===== config.mk =====
export PLATFORM = sky130hd
export DESIGN_NAME = circular_log_entry_allocator_unit
export DESIGN_NICKNAME = d
export VERILOG_FILES = /design/src/rtl/clea_pkg.sv /design/src/rtl/clea_calc.sv /design/src/rtl/clea_out_buf.sv /design/src/rtl/circular_log_entry_allocator_unit.sv
export SDC_FILE = /design/constraint.sdc
export NUM_CORES = 1
export LEC_CHECK = 0
export BUFFER_PORTS_ARGS = -buffer_cell sky130_fd_sc_hd__buf_4
export CELL_PAD_IN_SITES_DETAIL_PLACEMENT = 0
export CELL_PAD_IN_SITES_GLOBAL_PLACEMENT = 1
export CORE_UTILIZATION = 49
export CTS_CLUSTER_DIAMETER = 80
export DETAILED_ROUTE_END_ITERATION = 16
export PLACE_DENSITY_LB_ADDON = 0.25
export SLEW_MARGIN = 10
export SYNTH_ARGS = -nofsm -noshare
export SYNTH_HDL_FRONTEND = slang
export SYNTH_HIERARCHICAL = 1
export SYNTH_SLANG_ARGS = --single-unit

===== constraint.sdc =====
create_clock -name i_clk -period 9.9 [get_ports i_clk]
set_input_delay 0.99 -clock i_clk [delete_from_list [all_inputs] [get_ports i_clk]]
set_output_delay 0.99 -clock i_clk [all_outputs]
set_load 0.02 [all_outputs]

===== src/rtl/clea_pkg.sv =====
// Shared types and constants for the circular log entry allocator.
package clea_pkg;

    // Fixed field widths
    localparam int CMD_W     = 2;
    localparam int PSIZE_W   = 16;
    localparam int STRIDE_W  = 16;
    localparam int BYTES_W   = 17;
    localparam int UNITS_W   = 13;
    localparam int FREE_W    = 32;
    localparam int CFG_W     = 32;
    localparam int CFG_IDX_W = 2;
    localparam int STATUS_W  = 2;

    localparam int NEAR_FULL_BYTES = 128;

    // Commands
    localparam logic [CMD_W-1:0] CMD_SIZED     = 2'd0;
    localparam logic [CMD_W-1:0] CMD_STRIDE    = 2'd1;
    localparam logic [CMD_W-1:0] CMD_RESET     = 2'd2;
    localparam logic [CMD_W-1:0] CMD_RESET_NF  = 2'd3;

    // Result status codes
    localparam logic [STATUS_W-1:0] ST_GRANTED  = 2'd0;
    localparam logic [STATUS_W-1:0] ST_REFUSED  = 2'd1;
    localparam logic [STATUS_W-1:0] ST_RST_DONE = 2'd2;
    localparam logic [STATUS_W-1:0] ST_RST_SKIP = 2'd3;

    // Configuration register indexes
    localparam logic [CFG_IDX_W-1:0] CFG_BUFFER_END   = 2'd0;
    localparam logic [CFG_IDX_W-1:0] CFG_ENTRY_STRIDE = 2'd1;
    localparam logic [CFG_IDX_W-1:0] CFG_CIRC_MODE    = 2'd2;

    localparam logic [CFG_W-1:0] BUFFER_END_RST = 32'd65536;

    // Status group that travels with every result word
    typedef struct packed {
        logic [STATUS_W-1:0] status;
        logic                wrapped;
        logic                empty;
        logic                full;
    } t_stat;

endpackage


===== src/rtl/clea_calc.sv =====
// Single-pass allocation datapath: request sizing, fit check, wrap retry, status.
module clea_calc #(
    parameter int HEADER_BYTES = 32,
    parameter int ALLOC_UNIT   = 16,
    parameter int LOG_START    = 256,
    parameter int ADDR_WIDTH   = 32
) (
    input  logic [clea_pkg::CMD_W-1:0]    i_command,
    input  logic [clea_pkg::PSIZE_W-1:0]  i_payload_size,
    input  logic [clea_pkg::CFG_W-1:0]    i_buffer_end,
    input  logic [clea_pkg::STRIDE_W-1:0] i_entry_stride,
    input  logic                          i_circular_mode,
    input  logic [ADDR_WIDTH:0]           i_next_free,
    input  logic                          i_wrapped,
    output logic [ADDR_WIDTH:0]           o_next_free,
    output logic                          o_wrapped,
    output clea_pkg::t_stat               o_stat,
    output logic [ADDR_WIDTH-1:0]         o_entry_address,
    output logic [ADDR_WIDTH-1:0]         o_payload_address,
    output logic [clea_pkg::BYTES_W-1:0]  o_total_bytes,
    output logic [clea_pkg::BYTES_W-1:0]  o_payload_bytes,
    output logic [clea_pkg::UNITS_W-1:0]  o_length_units,
    output logic [clea_pkg::FREE_W-1:0]   o_free_bytes
);

    localparam int NW      = ADDR_WIDTH + 1;
    localparam int EW      = (NW > clea_pkg::CFG_W) ? NW : clea_pkg::CFG_W;
    localparam int CW      = EW + 2;
    localparam int UNIT_LG = $clog2(ALLOC_UNIT);
    localparam int BW      = clea_pkg::BYTES_W;

    localparam logic [BW-1:0] UNIT_MASK = BW'(ALLOC_UNIT - 1);
    localparam logic [CW-1:0] NF_MAX    = CW'((CW'(1) << NW) - CW'(1));

    function automatic logic [NW-1:0] sat_nf(input logic [CW-1:0] s);
        return (s > NF_MAX) ? NF_MAX[NW-1:0] : s[NW-1:0];
    endfunction

    logic [BW-1:0] w_sized_sum, w_stride_sum, w_req, w_req_shift;
    logic [CW-1:0] w_be, w_nf, w_req_x, w_sum0, w_sum1, w_nf_new_x;
    logic          w_ok0, w_ok1, w_ok, w_retry, w_near;
    logic [NW-1:0] w_start, w_nf_new;
    logic          w_alloc, w_granted;
    logic [clea_pkg::STATUS_W-1:0] w_status;

    // unit is a power of two: round up is add-and-mask
    assign w_sized_sum  = BW'(i_payload_size) + BW'(HEADER_BYTES) + UNIT_MASK;
    assign w_stride_sum = BW'(i_entry_stride) + UNIT_MASK;
    assign w_req        = (i_command == clea_pkg::CMD_SIZED) ? (w_sized_sum & ~UNIT_MASK)
                                                             : (w_stride_sum & ~UNIT_MASK);

    assign w_be    = CW'(i_buffer_end);
    assign w_nf    = CW'(i_next_free);
    assign w_req_x = CW'(w_req);

    assign w_sum0  = w_nf + w_req_x;
    assign w_ok0   = (w_sum0 <= w_be);
    assign w_sum1  = CW'(LOG_START) + w_req_x;
    assign w_ok1   = (w_sum1 <= w_be);
    assign w_retry = !w_ok0 && i_circular_mode;
    assign w_ok    = w_retry ? w_ok1 : w_ok0;
    assign w_start = w_retry ? NW'(LOG_START) : i_next_free;
    assign w_near  = (w_nf + CW'(clea_pkg::NEAR_FULL_BYTES)) >= w_be;

    assign w_alloc   = (i_command == clea_pkg::CMD_SIZED) || (i_command == clea_pkg::CMD_STRIDE);
    assign w_granted = w_alloc && w_ok;

    always_comb begin
        w_nf_new  = i_next_free;
        o_wrapped = i_wrapped;
        w_status  = clea_pkg::ST_RST_SKIP;
        case (i_command)
            clea_pkg::CMD_SIZED, clea_pkg::CMD_STRIDE: begin
                w_nf_new = w_retry ? sat_nf(w_sum1) : sat_nf(w_sum0);
                if (w_retry) begin
                    o_wrapped = 1'b1;
                end
                w_status = w_ok ? clea_pkg::ST_GRANTED : clea_pkg::ST_REFUSED;
            end
            clea_pkg::CMD_RESET: begin
                w_nf_new  = NW'(LOG_START);
                o_wrapped = 1'b0;
                w_status  = clea_pkg::ST_RST_DONE;
            end
            default: begin
                if (w_near) begin
                    w_nf_new  = NW'(LOG_START);
                    o_wrapped = 1'b0;
                    w_status  = clea_pkg::ST_RST_DONE;
                end
            end
        endcase
    end

    assign o_next_free  = w_nf_new;
    assign w_nf_new_x   = CW'(w_nf_new);
    assign o_stat       = '{status:  w_status,
                            wrapped: o_wrapped,
                            empty:   (w_nf_new == NW'(LOG_START)),
                            full:    (w_nf_new_x >= w_be)};
    assign o_free_bytes = (w_nf_new_x < w_be) ? clea_pkg::FREE_W'(w_be - w_nf_new_x)
                                              : '0;

    assign w_req_shift = w_req >> UNIT_LG;

    assign o_entry_address   = w_granted ? w_start[ADDR_WIDTH-1:0] : '0;
    assign o_payload_address = w_granted ? (w_start[ADDR_WIDTH-1:0] + ADDR_WIDTH'(HEADER_BYTES))
                                         : '0;
    assign o_total_bytes     = w_granted ? w_req : '0;
    assign o_payload_bytes   = (w_granted && (w_req > BW'(HEADER_BYTES)))
                             ? (w_req - BW'(HEADER_BYTES)) : '0;
    assign o_length_units    = w_granted ? w_req_shift[clea_pkg::UNITS_W-1:0] : '0;

endmodule


===== src/rtl/clea_out_buf.sv =====
// Result register with a skid stage; upstream stall is registered.
module clea_out_buf #(
    parameter int DATA_W = 8
) (
    input  logic              i_clk,
    input  logic              i_rst_n,
    input  logic              i_in_valid,
    output logic              o_in_stall,
    input  logic [DATA_W-1:0] i_in_data,
    output logic              o_out_valid,
    input  logic              i_out_stall,
    output logic [DATA_W-1:0] o_out_data
);

    logic              r_main_valid, r_skid_valid;
    logic [DATA_W-1:0] r_main, r_skid;
    logic              w_take, w_push;

    assign o_in_stall  = r_skid_valid;
    assign w_push      = i_in_valid && !r_skid_valid;
    assign w_take      = r_main_valid && !i_out_stall;
    assign o_out_valid = r_main_valid;
    assign o_out_data  = r_main;

    always_ff @(posedge i_clk) begin
        if (!i_rst_n) begin
            r_main_valid <= 1'b0;
            r_skid_valid <= 1'b0;
        end else begin
            if (r_skid_valid) begin
                if (w_take) begin
                    r_skid_valid <= 1'b0;
                end
            end else if (w_push && r_main_valid && !w_take) begin
                r_skid_valid <= 1'b1;
            end else if (!r_main_valid || w_take) begin
                r_main_valid <= w_push;
            end
        end
    end

    always_ff @(posedge i_clk) begin
        if (r_skid_valid) begin
            if (w_take) begin
                r_main <= r_skid;
            end
        end else if (w_push) begin
            if (r_main_valid && !w_take) begin
                r_skid <= i_in_data;
            end else begin
                r_main <= i_in_data;
            end
        end
    end

endmodule


===== src/rtl/circular_log_entry_allocator_unit.sv =====
// Top level of the circular log entry allocator.
//
// Bump allocator for a trace/log buffer. Input channel (i_valid/o_stall)
// takes one request word: command and payload size. Output channel
// (o_valid/i_stall) returns one result word per request: status, entry and
// payload addresses, sizes, length in allocation units and buffer flags.
// A word moves at a clock edge where valid is high and stall is low.
//
// A result is registered: it is written to the result register at the edge its
// request is taken, or to the skid stage while the result register is held.
// Throughput: one request per cycle while o_stall is low. The allocation is a
// single add, compare and wrap select against the live pointer, so the pointer is updated
// at the same edge the request is taken and the next request sees it. The result register
// has a one-word skid stage; o_stall rises only when both are full, i.e. after a stall.
//
// Reset (i_rst_n low, synchronous): pointer to LOG_START, wrapped cleared,
// result/skid empty, registers to buffer_end 65536, stride 0, linear mode.
// Config writes (i_cfg_we/i_cfg_index/i_cfg_wdata) take effect next cycle
// and are expected only while the block is idle.
// ALLOC_UNIT must be a power of two.
module circular_log_entry_allocator_unit #(
    parameter int HEADER_BYTES = 32,
    parameter int ALLOC_UNIT   = 16,
    parameter int LOG_START    = 256,
    parameter int ADDR_WIDTH   = 32
) (
    input  logic                             i_clk,
    input  logic                             i_rst_n,
    // configuration write port
    input  logic                             i_cfg_we,
    input  logic [clea_pkg::CFG_IDX_W-1:0]   i_cfg_index,
    input  logic [clea_pkg::CFG_W-1:0]       i_cfg_wdata,
    // request channel
    input  logic                             i_valid,
    output logic                             o_stall,
    input  logic [clea_pkg::CMD_W-1:0]       i_command,
    input  logic [clea_pkg::PSIZE_W-1:0]     i_payload_size,
    // result channel
    output logic                             o_valid,
    input  logic                             i_stall,
    output logic [clea_pkg::STATUS_W-1:0]    o_status,
    output logic [ADDR_WIDTH-1:0]            o_entry_address,
    output logic [ADDR_WIDTH-1:0]            o_payload_address,
    output logic [clea_pkg::BYTES_W-1:0]     o_total_bytes,
    output logic [clea_pkg::BYTES_W-1:0]     o_payload_bytes,
    output logic [clea_pkg::UNITS_W-1:0]     o_length_units,
    output logic                             o_wrapped_flag,
    output logic                             o_empty_flag,
    output logic                             o_full_flag,
    output logic [clea_pkg::FREE_W-1:0]      o_free_bytes
);

    localparam int NW     = ADDR_WIDTH + 1;
    localparam int STAT_W = $bits(clea_pkg::t_stat);
    localparam int DATA_W = STAT_W + 2 * ADDR_WIDTH + 2 * clea_pkg::BYTES_W
                          + clea_pkg::UNITS_W + clea_pkg::FREE_W;

    // configuration registers
    logic [clea_pkg::CFG_W-1:0]    r_buffer_end;
    logic [clea_pkg::STRIDE_W-1:0] r_entry_stride;
    logic                          r_circular_mode;

    // allocator state
    logic [NW-1:0] r_next_free, n_next_free;
    logic          r_wrapped, n_wrapped;

    logic                          w_accept;
    clea_pkg::t_stat               w_stat, w_out_stat;
    logic [ADDR_WIDTH-1:0]         w_entry, w_paddr;
    logic [clea_pkg::BYTES_W-1:0]  w_total, w_pbytes;
    logic [clea_pkg::UNITS_W-1:0]  w_units;
    logic [clea_pkg::FREE_W-1:0]   w_free;
    logic [DATA_W-1:0]             w_in_data, w_out_data;

    assign w_accept = i_valid && !o_stall;

    always_ff @(posedge i_clk) begin
        if (!i_rst_n) begin
            r_buffer_end    <= clea_pkg::BUFFER_END_RST;
            r_entry_stride  <= '0;
            r_circular_mode <= 1'b0;
        end else if (i_cfg_we) begin
            case (i_cfg_index)
                clea_pkg::CFG_BUFFER_END:   r_buffer_end    <= i_cfg_wdata;
                clea_pkg::CFG_ENTRY_STRIDE: r_entry_stride  <= i_cfg_wdata[clea_pkg::STRIDE_W-1:0];
                clea_pkg::CFG_CIRC_MODE:    r_circular_mode <= i_cfg_wdata[0];
                default: ;
            endcase
        end
    end

    clea_calc #(
        .HEADER_BYTES (HEADER_BYTES),
        .ALLOC_UNIT   (ALLOC_UNIT),
        .LOG_START    (LOG_START),
        .ADDR_WIDTH   (ADDR_WIDTH)
    ) u_calc (
        .i_command         (i_command),
        .i_payload_size    (i_payload_size),
        .i_buffer_end      (r_buffer_end),
        .i_entry_stride    (r_entry_stride),
        .i_circular_mode   (r_circular_mode),
        .i_next_free       (r_next_free),
        .i_wrapped         (r_wrapped),
        .o_next_free       (n_next_free),
        .o_wrapped         (n_wrapped),
        .o_stat            (w_stat),
        .o_entry_address   (w_entry),
        .o_payload_address (w_paddr),
        .o_total_bytes     (w_total),
        .o_payload_bytes   (w_pbytes),
        .o_length_units    (w_units),
        .o_free_bytes      (w_free)
    );

    // pointer and wrapped bit move only when a request word is taken
    always_ff @(posedge i_clk) begin
        if (!i_rst_n) begin
            r_next_free <= NW'(LOG_START);
            r_wrapped   <= 1'b0;
        end else if (w_accept) begin
            r_next_free <= n_next_free;
            r_wrapped   <= n_wrapped;
        end
    end

    assign w_in_data = {w_stat, w_entry, w_paddr, w_total, w_pbytes, w_units, w_free};

    clea_out_buf #(
        .DATA_W (DATA_W)
    ) u_out_buf (
        .i_clk       (i_clk),
        .i_rst_n     (i_rst_n),
        .i_in_valid  (i_valid),
        .o_in_stall  (o_stall),
        .i_in_data   (w_in_data),
        .o_out_valid (o_valid),
        .i_out_stall (i_stall),
        .o_out_data  (w_out_data)
    );

    assign {w_out_stat, o_entry_address, o_payload_address, o_total_bytes,
            o_payload_bytes, o_length_units, o_free_bytes} = w_out_data;

    assign o_status       = w_out_stat.status;
    assign o_wrapped_flag = w_out_stat.wrapped;
    assign o_empty_flag   = w_out_stat.empty;
    assign o_full_flag    = w_out_stat.full;

    // non-granted results carry no entry
    a_refused_zero: assert property (@(posedge i_clk) disable iff (!i_rst_n)
        (o_valid && (o_status != clea_pkg::ST_GRANTED))
        |-> (o_entry_address == '0 && o_total_bytes == '0 && o_length_units == '0))
        else $error("non-granted result carries entry fields");

    // payload follows the header inside a granted entry
    a_paddr: assert property (@(posedge i_clk) disable iff (!i_rst_n)
        (o_valid && (o_status == clea_pkg::ST_GRANTED))
        |-> (o_payload_address == o_entry_address + ADDR_WIDTH'(HEADER_BYTES)))
        else $error("payload address not entry plus header");

    // wrapped can only be set by a taken request in circular mode
    a_wrap_src: assert property (@(posedge i_clk) disable iff (!i_rst_n)
        $rose(r_wrapped) |-> $past(w_accept && r_circular_mode))
        else $error("wrapped set without a circular allocation");

    // a performed reset leaves the buffer empty and unwrapped
    a_rst_done: assert property (@(posedge i_clk) disable iff (!i_rst_n)
        (o_valid && (o_status == clea_pkg::ST_RST_DONE))
        |-> (o_empty_flag && !o_wrapped_flag))
        else $error("reset result not empty");

endmodule


# --- Word-level counts from Yosys, hierarchy flattened ---
# Cells that the tools add are included.
word_totals:
  output_inout_bits: 150
  reg_bits: 381
  inputBits: 57
  wordCells: 87
classes:
  n_addsub: 9
  order_cmp: 8
  muxes: 27
  n_reduce_logical: 25
  n_bitwise: 2
  n_eq_ne: 7
op_table:
  columns: ["operator", "n"]
  rows:
  - ["2-to-1 mux 148 bit", 4]
  - ["2-to-1 mux 33 bit", 4]
  - ["2-to-1 mux 32 bit", 4]
  - ["greater-than comparator 35 x 33 -> 1 bit, second input constant", 2]
  - ["<= comparator 35 x 32 -> 1 bit", 2]
  - ["case mux 33 bit (2 select lines)", 1]
  - ["2-to-1 mux 17 bit", 3]
  - ["greater-or-equal comparator 35 x 32 -> 1 bit", 1]
  - ["adder 33 x 17 -> 34 bit", 1]
  - ["adder 33 x 8 -> 34 bit, second input constant", 1]
  - ["== test 33 x 9 -> 1 bit, second input constant", 1]
  - ["greater-or-equal comparator 33 x 32 -> 1 bit", 1]
  - ["less-than comparator 33 x 32 -> 1 bit", 1]
  - ["adder 32 x 6 -> 32 bit, second input constant", 1]
  - ["subtractor 32 bit", 1]
  - ["adder 9 x 17 -> 18 bit, first input constant", 1]
  - ["adder 16 x 4 -> 17 bit, second input constant", 1]
  - ["adder 16 x 6 -> 17 bit, second input constant", 1]
  - ["adder 17 x 4 -> 17 bit, second input constant", 1]
  - ["greater-than comparator 17 x 6 -> 1 bit, second input constant", 1]
  - ["subtractor 17 x 6 -> 17 bit, second input constant", 1]
  - ["2-to-1 mux 13 bit", 1]
  - ["AND reduction 3 bit", 3]
  - ["logical AND 1 bit", 8]
  - ["other kinds (14)", 32]

# --- Depth between registers and ports, before layout ---
logic_depth:
  depth_word: 14
  depth_mapped: 44
  mapped_depth_nobuf: 40

# --- Cells and area by module ---
# Netlist, hierarchy kept.
modules_own_cells:
  columns: ["mod", "area_each_um2", "cells_each", "seq_area_each_um2", "n_inst"]
  rows:
  - ["clea_out_buf", 11093.1, 473, 8928.6, 1]
  - ["clea_calc", 8874.8, 1314, 0.0, 1]
  - ["circular_log_entry_allocator_unit", 3119.2, 350, 1661.6, 1]

# --- Least setup slack after synthesis ---
# No wires, ideal clock.
synth_path:
  path_type: "input to register"
  startpoint: "in i_payload_size[3] in the netlist's numbering"
  endpoint: "reg u_out_buf.r_main[143] (netlist: u_out_buf/o_out_data[143]) (data pin)"
  required_ps: 9640
  cell_stages: 37
  n_path_buf: 3
  t_arrival_ps: 8737
  setup_ps: 260
  slack_ps: 903
  cell_sequence: "o41a_1 buf_2 o2111ai_1 nor2_1 and2_1 xnor2_1 a21oi_1 ha_1 a21oi_1 o211a_1 a31o_2 clkbuf_1 nor2_1 xor2_1 ha_1 nand2_1 or3_1 nor4b_1 or3_1 o211a_2 a21oi_4 a222oi_1 inv_1 ha_1 nand3_1 o31ai_1 a21o_1 a21o_1 a21oi_1 nor2b_1 o21ai_0 nand3_1 a2111oi_0 o31ai_1 clkbuf_1 a41o_1 mux2_2"
synth_rtl:
  columns: ["element", "line_no", "rtl"]
  rows:
  - ["start: declaration", "circular_log_entry_allocator_unit.sv:37", "input logic [clea_pkg::PSIZE_W-1:0] i_payload_size,"]
  - ["end signal: assignment", "clea_out_buf.sv:45", "r_main <= r_skid;"]
  - ["end signal: assignment", "clea_out_buf.sv:51", "r_main <= i_in_data;"]
  - ["end: declaration", "clea_out_buf.sv:16", "logic [DATA_W-1:0] r_main, r_skid;"]

# --- Worst setup path after layout ---
layout_path:
  startpoint: "in i_payload_size[3] in the netlist's numbering"
  endpoint: "reg u_out_buf.r_main[25] (netlist: u_out_buf/o_out_data[25]) (data pin)"
layout_between:
  elab_chain_cells: 14
  elab_cells_between_ends: 20
  classes_between: "add/sub: 5; order compare: 4; mux: 9; reduce/logical: 2"
layout_rtl:
  columns: ["element", "line_no", "rtl"]
  rows:
  - ["adder 16 x 6 -> 17 bit (*)", "clea_calc.sv:47", "assign w_sized_sum = BW'(i_payload_size) + BW'(HEADER_BYTES) + UNIT_MASK;"]
  - ["adder 17 x 4 -> 17 bit (*)", "clea_calc.sv:47", null]
  - ["2-to-1 mux 17 bit (*)", "clea_calc.sv:49", "assign w_req = (i_command == clea_pkg::CMD_SIZED) ? (w_sized_sum & ~UNIT_MASK)"]
  - ["adder 33 x 17 -> 34 bit", "clea_calc.sv:56", "assign w_sum0 = w_nf + w_req_x;"]
  - ["<= comparator 35 x 32 -> 1 bit", "clea_calc.sv:57", "assign w_ok0 = (w_sum0 <= w_be);"]
  - ["zero test 1 bit", "clea_calc.sv:60", "assign w_retry = !w_ok0 && i_circular_mode;"]
  - ["logical AND 1 bit", "clea_calc.sv:60", null]
  - ["2-to-1 mux 33 bit (*)", "clea_calc.sv:74", "w_nf_new = w_retry ? sat_nf(w_sum1) : sat_nf(w_sum0);"]
  - ["case mux 33 bit (2 select lines) (*)", "clea_calc.sv:72", "case (i_command)"]
  - ["subtractor 32 bit / less-than comparator 33 x 32 -> 1 bit (equally long branches)", "clea_calc.sv:101", "assign o_free_bytes = (w_nf_new_x < w_be) ? clea_pkg::FREE_W'(w_be - w_nf_new_x)"]
  - ["2-to-1 mux 32 bit (*)", "clea_calc.sv:101", null]
  - ["named net w_free (one bit)", "circular_log_entry_allocator_unit.sv:72", "logic [clea_pkg::FREE_W-1:0] w_free;"]
  - ["2-to-1 mux 148 bit (*)", "clea_out_buf.sv:48", "if (r_main_valid && !w_take) begin"]
  - ["2-to-1 mux 148 bit (*)", "clea_out_buf.sv:47", "end else if (w_push) begin"]
  - ["2-to-1 mux 148 bit (*)", "clea_out_buf.sv:43", "if (r_skid_valid) begin"]
# Mark *: on every way through the listed nets, which the timed path passes. The rest lies on a longest branch. The select of a mux whose other input is x is not followed.
# A chain may end at the register's enable or synchronous reset.

==> impl_metrics.env <==
export IMPL_fillers=4005
export IMPL_dr_total_vias=17300
export IMPL_p_seq_frac=0.430
export IMPL_timing_hold_ws_ns=0.480
export IMPL_ys_flop_type="edfxtp_1"
export IMPL_cp_required_ns=10.36
export IMPL_crit_type="in -> reg"
export IMPL_grt_pass1_wl_um=102000
export IMPL_cp_arrival_ns=9.88
export IMPL_synth_cell_type_count=104
export IMPL_ys_warn_count=6
export IMPL_via_per_inst=5.79
export IMPL_synth_top_family_by_area="simple AND/OR/NAND/NOR gates"
export IMPL_max_stage_delay_ns=0.59
export IMPL_grt_use_total=0.283
export IMPL_drc=0
export IMPL_timing_final_ws_setup_ns=0.472
export IMPL_finalHoldViolations=0
export IMPL_ctsHoldBuffers=0
export IMPL_ys_seq_area_frac=0.459
export IMPL_comb_power_share=0.219
export IMPL_min_period_over_period=0.952
export IMPL_area_growth_syn_to_layout_pct=15.8
export IMPL_nets=2560
export IMPL_syn_inst=2137
export IMPL_start_util=0.496
export IMPL_rsz0062_at_grt="no"
export IMPL_max_slew_worst_pin_slew_ns=1.08
export IMPL_reg2reg_to="u_out_buf/o_out_data[25]"
export IMPL_min_to="r_buffer_end[13]"
export IMPL_wirelength_um=68500
export IMPL_muxShareOfSynthArea=0.0901
export IMPL_async_flop_share=0
export IMPL_setup_tns_ns=0
export IMPL_wl_per_cell_um=22.9
export IMPL_synthTopCellsByCount="296 x edfxtp_1, 223 x nand2_1, 158 x nor2_1"
export IMPL_p_sw_frac=0.285
export IMPL_p_leak_nw=11.0
export IMPL_die_width_um=219
export IMPL_final_antenna_net_count=0
export IMPL_hpwl_um=52000
export IMPL_post_place_ws_ns=0.0444
export IMPL_first_pass_iters=5
export IMPL_cp_max_fo=14
export IMPL_drive_above_1_share=0.250
export IMPL_cts_sinks=381
export IMPL_ir_worst_vdd_uv=144
export IMPL_fp_row_count=79
export IMPL_clock_fmax_mhz=106
export IMPL_netlist_top_cells_area="edfxtp_1 38%, ha_1 8.2%, dfxtp_1 7.4%, mux2_4 5.0%, nand2_1 3.6%"
export IMPL_synth_xor_area_frac=0.0493
export IMPL_syn_mean_instance_area_um2=10.8
export IMPL_p_per_area_mw_per_mm2=167
export IMPL_die_area_mm2=0.0480
export IMPL_antenna_found_initial=0
export IMPL_synth_simple_gate_area_frac=0.138
export IMPL_root_buffer="clkbuf_16"
export IMPL_hold_depth=2
export IMPL_ys_seq_elements=381
export IMPL_total_power_mw=4.46
export IMPL_hold_path_startpoint="r_buffer_end[13]"
export IMPL_min_period_ns=9.43
export IMPL_slew_violations=0
export IMPL_path_common_cell="a21o_1"
export IMPL_portBuffers=206
export IMPL_final_area_mm2=0.0267
export IMPL_place_gp_congestion=0.982
export IMPL_cts_setup_buffers=0
export IMPL_htree_levels=2
export IMPL_synth_fa_ha_area_frac=0.0841
export IMPL_ios=207
export IMPL_r2r_start="r_entry_stride[5]"
export IMPL_synthesis_area_mm2=0.0231
export IMPL_cap_violations=0
export IMPL_relSlewSlack=0.282
export IMPL_post_cts_resized=0
export IMPL_power_frac_clock=0.351
export IMPL_min_path_type="reg -> reg"
export IMPL_die_y_um=219
export IMPL_start_kind="input pin"
export IMPL_clock_latency_ns=0.58
export IMPL_finClkSkew_ns=0.0274
export IMPL_cp_slowest_cell="a222oi_1"
export IMPL_outcome="finished, final reports clean"
export IMPL_grt_pass1_vias=16600
export IMPL_coreArea_mm2=0.0466
export IMPL_cts_tree="built"
export IMPL_gr_total_overflow=0
export IMPL_p_sw_mw=1.27
export IMPL_synth_area_leader_cell="edfxtp_1"
export IMPL_postPlaceCellArea_mm2=0.0253
export IMPL_clk_path_buf_depth=3
export IMPL_path_clk_slew_ns=0.06
export IMPL_cts_inserted_buffers=43
export IMPL_synth_top_area_frac=0.385
export IMPL_reg2reg_depth=37
export IMPL_synth_compound_area_frac=0.129
export IMPL_diodes=0
export IMPL_worstSetupEndpointType="register"
export IMPL_setup_violations=0
export IMPL_yosysMostFrequentCell="edfxtp_1"
export IMPL_grt_start_max_net_pins=76
export IMPL_drtIter0Drc=1331
export IMPL_r2r_slack_ns=0.74
export IMPL_p_int_mw=3.19
export IMPL_synth_edf_count=296
cell type report:
cell class | count | area, µm² | share of cell area
Tap cell | 607 | 759 | 0.0284
Clock inverter | 19 | 199 | 0.00744
Timing Repair Buffer | 292 | 2220 | 0.0829
Inverter | 101 | 379 | 0.0142
Multi-Input combinational cell | 1530 | 11400 | 0.427
Clock buffer | 55 | 1180 | 0.0443
Sequential cell | 381 | 10600 | 0.396
per-layer routing:
metal,wire length [µm],GRT usage
met5,0,0
met3,4240,0.0438
met1,32200,0.416
met2,30100,0.429
met4,1910,0.0813
worst max-delay path by stage:
| stage | from | endpoint | slack [ns] | depth (start not counted) |
|---|---|---|---|---|
| 2_1_floorplan | i_payload_size[3] | u_out_buf/o_out_data[143] | 0.90 | 37 |
| 4_1_cts | i_payload_size[3] | u_out_buf/o_out_data[25] | 0.62 | 38 |
| 6_report | i_payload_size[3] | u_out_buf/o_out_data[25] | 0.47 | 38 |
| 3_3_place_gp | i_payload_size[3] | u_out_buf/o_out_data[29] | 0.18 | 37 |
| 3_5_place_dp | i_payload_size[3] | u_out_buf/o_out_data[25] | 0.04 | 38 |
| 5_1_grt | i_payload_size[3] | u_out_buf/o_out_data[19] | 0.04 | 40 |
sequential cells by signal, indices dropped and copies added, names as in the netlist:
name and flops:
u_out_buf/r_skid 148, r_circular_mode 1, r_entry_stride 16, u_out_buf/o_out_data 148
r_buffer_end 32, r_wrapped 1, u_out_buf/o_in_stall 1, u_out_buf/o_out_valid 1
r_next_free 33
logic make-up after synthesis:
| logic type | count (synthesis) |
|---|---|
| buffers and inverters | 234 |
| DFF | 381 |
| muxes | 158 |
| AOI/OAI and AO/OA | 418 |
| xor gates and xnor gates | 130 |
| adders and majority gates | 154 |
| other | 1 |
| and+or+nand+nor | 661 |
critical path, delay by kind of cell:
family                     cells  cell delay, ns
adders and majority gates      3            1.02
and+or+nand+nor                7            1.28
xor gates and xnor gates       2            0.26
muxes                          2            0.45
AOI/OAI and AO/OA             19            5.05
buffers and inverters          5            0.84
per-stage QoR:
step,util,cells
4_1_cts,0.574,2985
3_3_place_gp,0.544,2911
2_1_floorplan,-,2145
3_5_place_dp,0.544,2911
5_1_grt,0.574,2985
6_report,0.574,2985
placed cells by master (no fill, tap or decap), types with 22 or more instances in the layout:
master     instances
dfxtp_1           84
o21ai_2           31
o21ai_0           72
and3_1            38
a21boi_0          33
nand4_1           33
nand3_1           89
nor2_1           157
nand2_1          223
a21oi_1           83
xor2_1            50
mux2_2            73
inv_1            101
buf_4            290
clkbuf_16         45
mux2_4            77
nor3_1            22
a21o_1            44
edfxtp_1         296
ha_1             152
xnor2_1           80
power groups by stage:
stage                     clock (mW)  combinational [mW]  sequential [mW]
after floorplan                    0               0.534             2.03
after global routing            1.66                1.05             1.93
after global placement             0               0.959             1.95
final                           1.57               0.979             1.92
after detailed placement           0               0.965             1.95
after CTS                       1.61               0.973             1.92
No activity file was read; power rests on OpenSTA's default activity.
